===== config.mk =====
export PLATFORM = sky130hd
export DESIGN_NAME = dnns_ctrl
export DESIGN_NICKNAME = d
export VERILOG_FILES = /design/src/rtl/dnns_pkg.sv /design/src/rtl/dnns_ctrl.sv
export SDC_FILE = /design/constraint.sdc
export NUM_CORES = 1
export LEC_CHECK = 0
export BUFFER_PORTS_ARGS = -buffer_cell sky130_fd_sc_hd__buf_2
export CAP_MARGIN = 20
export CORE_UTILIZATION = 34
export DETAILED_ROUTE_END_ITERATION = 8
export GPL_TIMING_DRIVEN = 0
export PLACE_DENSITY = 0.76
export SYNTH_ARGS = -nofsm -noshare
export SYNTH_HDL_FRONTEND = slang
export SYNTH_SLANG_ARGS = --single-unit

===== constraint.sdc =====
create_clock -name clk -period 2.18 [get_ports clk]
set_clock_uncertainty 0.2 [all_clocks]
set_input_delay 0.436 -clock clk [delete_from_list [all_inputs] [get_ports clk]]
set_output_delay 0.436 -clock clk [all_outputs]
set_load 0.1 [all_outputs]

===== src/rtl/dnns_pkg.sv =====
// ----------------------------------------------------------------------------
// dnns_pkg
// Shared types and constants for the descriptor nearest-neighbor search core.
// ----------------------------------------------------------------------------
package dnns_pkg;

	localparam int ENTRIES_DEF = 64;
	localparam int DIMS_DEF    = 128;
	localparam int LANES_DEF   = 4;
	localparam int TOP_MAX_DEF = 8;

	localparam int NUM_VALUES = 4;
	localparam int DIST_W     = 39;
	localparam int ACC_W      = 40;
	localparam logic [ACC_W-1:0] DIST_MAX = (ACC_W'(1) << DIST_W) - ACC_W'(1);

	localparam logic OP_WRITE = 1'b0;
	localparam logic OP_QUERY = 1'b1;

	typedef struct packed {
		logic              opcode;
		logic [5:0]        entry_index;
		logic [4:0]        chunk_index;
		logic signed [15:0] value_a;
		logic signed [15:0] value_b;
		logic signed [15:0] value_c;
		logic signed [15:0] value_d;
		logic              final_chunk;
	} item_t;

	typedef struct packed {
		logic [5:0]        match_index;
		logic [DIST_W-1:0] distance_sq;
		logic              found;
		logic              last_match;
	} result_t;

	typedef struct packed {
		logic wr_entry;
		logic wr_query;
		logic clear_list;
		logic issue;
		logic first;
		logic last;
		logic emit;
		logic emit_last;
		logic emit_empty;
	} ctrl_cmd_t;

	typedef struct packed {
		logic cur_valid;
		logic pipe_busy;
	} ctrl_sts_t;

endpackage


===== src/rtl/dnns_ctrl.sv =====
// ----------------------------------------------------------------------------
// dnns_ctrl
// Sequencer: takes items, walks entries and chunks during a search, then
// steps through the ranked list to emit results.
// ----------------------------------------------------------------------------
module dnns_ctrl #(
	parameter int ENTRIES = dnns_pkg::ENTRIES_DEF,
	parameter int DIMS    = dnns_pkg::DIMS_DEF,
	parameter int LANES   = dnns_pkg::LANES_DEF,
	parameter int TOP_MAX = dnns_pkg::TOP_MAX_DEF,
	localparam int CHUNKS = (DIMS + LANES - 1) / LANES,
	localparam int EW     = (ENTRIES > 1) ? $clog2(ENTRIES) : 1,
	localparam int CW     = (CHUNKS > 1) ? $clog2(CHUNKS) : 1,
	localparam int KW     = $clog2(TOP_MAX + 1),
	localparam int TW     = (TOP_MAX > 1) ? $clog2(TOP_MAX) : 1
) (
	input  logic                clk,
	input  logic                arst_n,
	input  logic                start,
	input  dnns_pkg::item_t     item,
	output logic                busy,
	output dnns_pkg::ctrl_cmd_t cmd,
	input  dnns_pkg::ctrl_sts_t sts,
	input  logic [KW-1:0]       list_count,
	output logic [EW-1:0]       scan_entry,
	output logic [CW-1:0]       scan_chunk,
	output logic [TW-1:0]       emit_idx
);
	import dnns_pkg::*;

	localparam logic [1:0] ST_IDLE  = 2'd0;
	localparam logic [1:0] ST_SCAN  = 2'd1;
	localparam logic [1:0] ST_DRAIN = 2'd2;
	localparam logic [1:0] ST_EMIT  = 2'd3;

	localparam logic [EW-1:0] LAST_ENTRY = EW'(ENTRIES - 1);
	localparam logic [CW-1:0] LAST_CHUNK = CW'(CHUNKS - 1);

	logic [1:0]    state_q, state_d;
	logic [EW-1:0] entry_q, entry_d;
	logic [CW-1:0] chunk_q, chunk_d;
	logic [KW-1:0] rank_q, rank_d;
	logic          accept;

	assign busy       = (state_q != ST_IDLE);
	assign accept     = start && !busy;
	assign scan_entry = entry_q;
	assign scan_chunk = chunk_q;
	assign emit_idx   = rank_q[TW-1:0];

	always_comb begin
		state_d = state_q;
		entry_d = entry_q;
		chunk_d = chunk_q;
		rank_d  = rank_q;
		cmd     = '0;
		case (state_q)
			ST_IDLE: begin
				if (accept) begin
					if (item.opcode == OP_WRITE) begin
						cmd.wr_entry = 1'b1;
					end else begin
						cmd.wr_query = 1'b1;
						if (item.final_chunk) begin
							cmd.clear_list = 1'b1;
							entry_d = '0;
							chunk_d = '0;
							state_d = ST_SCAN;
						end
					end
				end
			end
			ST_SCAN: begin
				cmd.first = (chunk_q == '0);
				cmd.last  = (chunk_q == LAST_CHUNK);
				if (sts.cur_valid) begin
					cmd.issue = 1'b1;
				end
				// invalid entries are skipped without issuing any chunk
				if (!sts.cur_valid || chunk_q == LAST_CHUNK) begin
					chunk_d = '0;
					if (entry_q == LAST_ENTRY) begin
						state_d = ST_DRAIN;
					end else begin
						entry_d = entry_q + EW'(1);
					end
				end else begin
					chunk_d = chunk_q + CW'(1);
				end
			end
			ST_DRAIN: begin
				if (!sts.pipe_busy) begin
					rank_d  = '0;
					state_d = ST_EMIT;
				end
			end
			ST_EMIT: begin
				cmd.emit = 1'b1;
				if (list_count == '0) begin
					cmd.emit_empty = 1'b1;
					cmd.emit_last  = 1'b1;
					state_d = ST_IDLE;
				end else if (rank_q == list_count - KW'(1)) begin
					cmd.emit_last = 1'b1;
					state_d = ST_IDLE;
				end else begin
					rank_d = rank_q + KW'(1);
				end
			end
			default: begin
				state_d = ST_IDLE;
			end
		endcase
	end

	always_ff @(posedge clk or negedge arst_n) begin
		if (!arst_n) begin
			state_q <= ST_IDLE;
			entry_q <= '0;
			chunk_q <= '0;
			rank_q  <= '0;
		end else begin
			state_q <= state_d;
			entry_q <= entry_d;
			chunk_q <= chunk_d;
			rank_q  <= rank_d;
		end
	end

endmodule


Word-level counts from Yosys, hierarchy flattened
Index checks and enable logic that the tools add are counted.
- add/sub/neg operators: 4
- equal/unequal tests: 16
- multiplexer cells: 35
- reduce and logical (&&, ||, !) cells: 14
- operators with widths (operator ; count):
    $mux 6 ; 5
    $mux 5 ; 4
    $mux 2 ; 9
    $ne 2x2->1 const B ; 9
    $mux 3 ; 4
    $mux 4 ; 3
    $pmux 6 s2 ; 1
    $pmux 5 s2 ; 1
    $pmux 2 s4 ; 1
    $pmux 4 s2 ; 1
    $reduce_and 4->1 ; 2
    $reduce_and 7->1 ; 1
    $add 6x1->6 const B ; 1
    $eq 6x6->1 const B ; 1
    $mux 1 ; 6
    $reduce_and 6->1 ; 1
    $reduce_bool 2->1 ; 3
    $add 5x1->5 const B ; 1
    $eq 5x5->1 const B ; 1
    $logic_not 5->1 ; 1
    $add 4x1->4 const B ; 1
    $eq 2x2->1 const B ; 2
    $eq 4x4->1 ; 1
    $logic_not 4->1 ; 1
    7 further kinds ; 8
- register bits: 17
- input port bits: 86
- output and inout port bits: 24
- logic and storage cells: 73

Logic depth before layout (Yosys ltp)
- word-level depth: 5
- gate-level depth with buffers: 8
- depth with buffers taken out: 8

Worst setup path after synthesis
OpenSTA, ideal clock, no wires.
- path kind: reg-to-reg
- start: register state_q[0]
- end: register rank_q[0]
- setup time: 0.133 ns
- arrival time: 2.788 ns
- data required time: 1.847 ns
- slack: -0.941 ns
- stages on the path, launching flop included: 8
- buffers on the path: 1
- period minus slack after synthesis: 3.121 ns
- path through: dfrtp_1 > ha_1 > clkbuf_1 > nand4bb_1 > inv_1 > nor2_1 > a31oi_1 > a31oi_1
- word-level cells in the longest chain between the ends: 3
- elaborated cells on any way between the ends: 8
- those cells by class: eq/ne (5); mux (1); reduce/logical (2)
- ends and longest elaborated chain (what ; RTL line ; source):
    start: declaration ; dnns_ctrl.sv:39 ; logic [1:0] state_q, state_d;
    start signal: assignment ; dnns_ctrl.sv:123 ; state_q <= state_d;
    $eq 2x2->1 ; dnns_ctrl.sv:57 ; case (state_q)
    $ne 2x2->1 (no line) / $reduce_bool 2->1 (equally long branches) ; - ;
    $reduce_and 4->1 (no line) ; - ;
    end signal: assignment ; dnns_ctrl.sv:126 ; rank_q <= rank_d;
    end: declaration ; dnns_ctrl.sv:42 ; logic [KW-1:0] rank_q, rank_d;
Parallel ways exist; a longest one is shown, timed or not.
A chain may end at the register's enable or synchronous reset.

==> results by stage <==
Clock tree:
- The buffer cell driving the clock tree root is sky130_fd_sc_hd__clkbuf_8.
- The number of clock buffers added by TritonCTS is 3.
- Counting along the longest clock path gives a buffer depth of 2.
- Clock-pin slew was measured on the worst setup and hold paths at 0.07 ns.
- The number of H-tree branching levels is 1.
- The clock reaches the later pin of the worst-skew pair after 0.26 ns.
- TritonCTS built the clock tree.
- CTS saw 17 sinks.

Global routing:
- The maximum number of pins on one net before global-route repair is 18.
- Summed over all layers, the global routing overflow is 0.
- In the global route stage, overall resource usage came out at 15.41%.
- The global-route wire length before repair is 4.885 mm.
- The number of global-route vias before repair is 1,120.
- The initial antenna violation count was 0.

Die:
- The count of standard-cell rows is 21.
- The die covers 3984 um^2.
- For this configuration, the core starts out at a cell density of 36.62%.
- The die width is 63.12 um.
- The placeable core area is 3468 um^2.
- The number of top-level pins is 110.
- The chip height is 63.12 um.

STA:
- Setup violations remaining at the end of the flow were counted as 2.
- The upper clock frequency limit is 0.4294 GHz.
- Setup repair after global routing could not meet its margin everywhere.
- The hold violation count in the final report came to 0.
- The total negative slack is -0.1835 ns.
- For the finished layout, the period the worst path requires is 2.329 ns.
- After layout, the worst setup slack is -0.1487 ns.
- The max-slew violation total from the final report was 0.
- For the pin with the worst max-slew slack, the measured transition is 0.4854 ns.
- The worst pin sits at a relative slew slack of 67.86%.
- The final cycle utilization of the critical path is 106.8%.

Final layout:
- The commonest non-fill, non-tap cell in the layout is sky130_fd_sc_hd__buf_2.
- Cells with a size suffix above 1 make up 53.93% of the layout.
- The area growth from synthesis to layout is 55.37%.
- 0 antenna diodes ended up in the layout.
- The finished layout holds 237 standard cells, fillers aside.
- The top cell types in the final layout, fill and taps aside, are sky130_fd_sc_hd__buf_2, sky130_fd_sc_hd__nand2_1, sky130_fd_sc_hd__nor2_1.
- The post-layout instance area is 1973 um^2.
- The number of nets in the layout is 289.

Synthesis:
- The most used flip-flop cell after synthesis is sky130_fd_sc_hd__dfrtp_1.
- The xor and xnor fraction of the mapped netlist area is 7.389%.
- The number of instances in the synthesized netlist is 143.
- The number of nets handed over by synthesis was 240.
- After Yosys synthesis, and, or, nand and nor cells account for 23.15% of the synthesized area.
- Yosys mapped a number of flops with a built-in enable equal to 0.
- The netlist area before placement is 1270 um^2.
- Synthesis inferred 17 register bits.
- A synthesized cell averages 8.881 um^2.
- The share of flip-flops with an asynchronous set or reset is 100.0%.
- For this run, the number of Yosys warnings is 0.
- For this run, the register share of the synthesized area comes to 33.50%.
- After synthesis, the largest family of logic cells by area is simple AND/OR/NAND/NOR gates.
- Summing the areas of all fa, ha and maj instances in the mapped netlist gives 10.84% of the synthesized area.
- The multiplexer fraction of the synthesized cell area is 2.660%.
- The count of different cell masters after synthesis is 42.
- The area fraction in compound gates after synthesis is 16.75%.

Pwr:
- In this run the static leakage power is 0.8680 nW.
- For this design the ratio of total power to cell area is 1350 nW/um^2.
- The worst ir drop on vdd is 0.8470 mV.
- The final total power is 2.664 mW.

Placed design:
- At the placement stage, the worst setup path has a slack of -0.4643 ns.
- The congestion estimate from routability-driven global placement came to 0.8358.
- The number of cells after detailed placement is 223.
- The estimated wirelength of the detail-placed design is 2.106 mm.
- The placed instances occupy a cell area of 1609 um^2.
- In this run the tool buffered the top-level ports with 34 buffer cells.

Worst setup path:
- The critical path is of the reg2out type.
- STA classifies the critical path startpoint as a flop.
- In this run the critical register-to-register path is launched from scan_chunk[1]$_DFFE_PN0P_.
- The start point of the critical path is rank_q[2]$_DFFE_PN0P_.
- The data required time at the worst endpoint is 1.54 ns.
- Measured in cells, the most critical reg-to-reg path has a length of 8.
- For the worst setup path, the data arrival time is 1.69 ns.
- Along the worst path, the maximum fanout reaches 4.
- The type of destination of the critical path is a primary output.

Drt:
- The amount of wire on met3 after detailed routing is 154 um.
- The final route contains 1,212 vias.
- Once detail routing completed, the nets flagged for antenna violations numbered 0.
- In the detailed route, the total length drawn on met2 is 1.469 mm.
- In this run, the number of DRC markers left after iteration 0 of detailed routing was 71.
- The uppermost layer routed is met4.
- In the routed design, unresolved DRC markers number 0.
- Using the TritonRoute via totals, the vias-per-cell ratio works out to 5.114.
- After detailed routing, the total wire length is 2.962 mm.
- After detailed routing, the average wire length per cell comes to 12.50 um.
- Before antenna repair, the detailed router went through 4 iterations.
- The routed metal-1 wirelength is 1.297 mm.

Outcome:
- The run finished, with violations left.
- The final reports fail on setup timing.

Min path:
- The startpoint identified for the worst hold timing path is sts[0].
- In this run the worst hold path is classified as in2reg.
- The hold path depth is 3.

Run:
- Max-cap violations in this run came to 0.
[per-stage QoR]
step / utilization, % / hold WS [ns]
floorplan: - / -0.05959
global route: 56.89 / 0.3735
global placement: 46.39 / 0.1794
CTS: 53.17 / 0.3005
detailed placement: 46.39 / 0.1818
finish: 56.89 / 0.3055
[area by class of cell]
type / instances / area [um^2]
sequential: 17 / 446.7
timing repair buffer: 44 / 354.1
clock inverter: 1 / 5.005
buffer: 6 / 56.30
clock buffer: 3 / 41.29
fill: 305 / 1495
tap: 46 / 57.56
inverter: 10 / 43.79
multi-input combinational: 110 / 968.4
[metal layers]
metal / up-vias / global-route usage [%]
met4: 0 / 5.233
met3: 3 / 1.993
met5: - / 0
met1: 569 / 19.10
met2: 47 / 27.15
li1: 593 / -
[sequential cells by signal (all words and copies together) (netlist names)]
register    cells
state_q         2
scan_entry      6
rank_q          4
scan_chunk      5
[final timing paths]
check,end,slack (ns)
worst max register to register,state_q[1]$_DFFE_PN0P_,0.05
min in group asynchronous,scan_chunk[4]$_DFFE_PN0P_,0.43
worst min register to register,scan_chunk[2]$_DFFE_PN0P_,0.33
worst max-delay path,cmd[1],-0.15
worst min-delay path,rank_q[2]$_DFFE_PN0P_,0.31
max in group asynchronous,scan_chunk[1]$_DFFE_PN0P_,1.05
[synthesized netlist by cell type (2+ instances only)]
| master | n | area, um^2 |
|---|---|---|
| sky130_fd_sc_hd__nand3_1 | 7 | 35.03 |
| sky130_fd_sc_hd__inv_1 | 10 | 37.54 |
| sky130_fd_sc_hd__a211oi_1 | 2 | 15.01 |
| sky130_fd_sc_hd__dfrtp_1 | 17 | 425.4 |
| sky130_fd_sc_hd__o21ai_0 | 11 | 55.05 |
| sky130_fd_sc_hd__a31oi_1 | 2 | 12.51 |
| sky130_fd_sc_hd__a22o_1 | 2 | 17.52 |
| sky130_fd_sc_hd__buf_4 | 3 | 22.52 |
| sky130_fd_sc_hd__nand4_1 | 2 | 12.51 |
| sky130_fd_sc_hd__ha_1 | 11 | 137.6 |
| sky130_fd_sc_hd__nand2_1 | 15 | 56.30 |
| sky130_fd_sc_hd__nor3_1 | 2 | 10.01 |
| sky130_fd_sc_hd__and3_1 | 2 | 12.51 |
| sky130_fd_sc_hd__nor2b_1 | 4 | 25.02 |
| sky130_fd_sc_hd__xnor2_1 | 7 | 61.31 |
| sky130_fd_sc_hd__clkbuf_1 | 2 | 7.510 |
| sky130_fd_sc_hd__a21oi_1 | 3 | 15.01 |
| sky130_fd_sc_hd__mux2_1 | 2 | 22.52 |
| sky130_fd_sc_hd__and2_1 | 2 | 12.51 |
| sky130_fd_sc_hd__nor2_1 | 15 | 56.30 |
[timing repair]
item / CTS / global route
gates resized for setup: 37 / 23
endpoints found under the setup margin: 11 / 11
hold endpoints to repair: 17 / 0
setup buffers: 5 / 4
pin swaps: 5 / 5
hold buffers: 1 / 0
[logic make-up after synthesis]
| family | Yosys count |
|---|---|
| simple gates | 58 |
| compound gates | 29 |
| flops | 17 |
| buf+inv | 16 |
| fa+ha+maj | 11 |
| xor+xnor | 9 |
| mux | 3 |
[critical path: stages, from the launching register on]
cell and delay, ns:
sky130_fd_sc_hd__dfrtp_1 0.39, sky130_fd_sc_hd__xor3_1 0.46, sky130_fd_sc_hd__nor3_4 0.16, sky130_fd_sc_hd__nand3_2 0.15, sky130_fd_sc_hd__nand2_4 0.10, sky130_fd_sc_hd__buf_12 0.17
[where the power goes]
group | switching [mW] | internal [mW]
clock network | 0.116 | 0.127
registers | 0.118 | 0.411
logic | 1.26 | 0.633
Note: power is estimated with default switching activity, not from simulation.
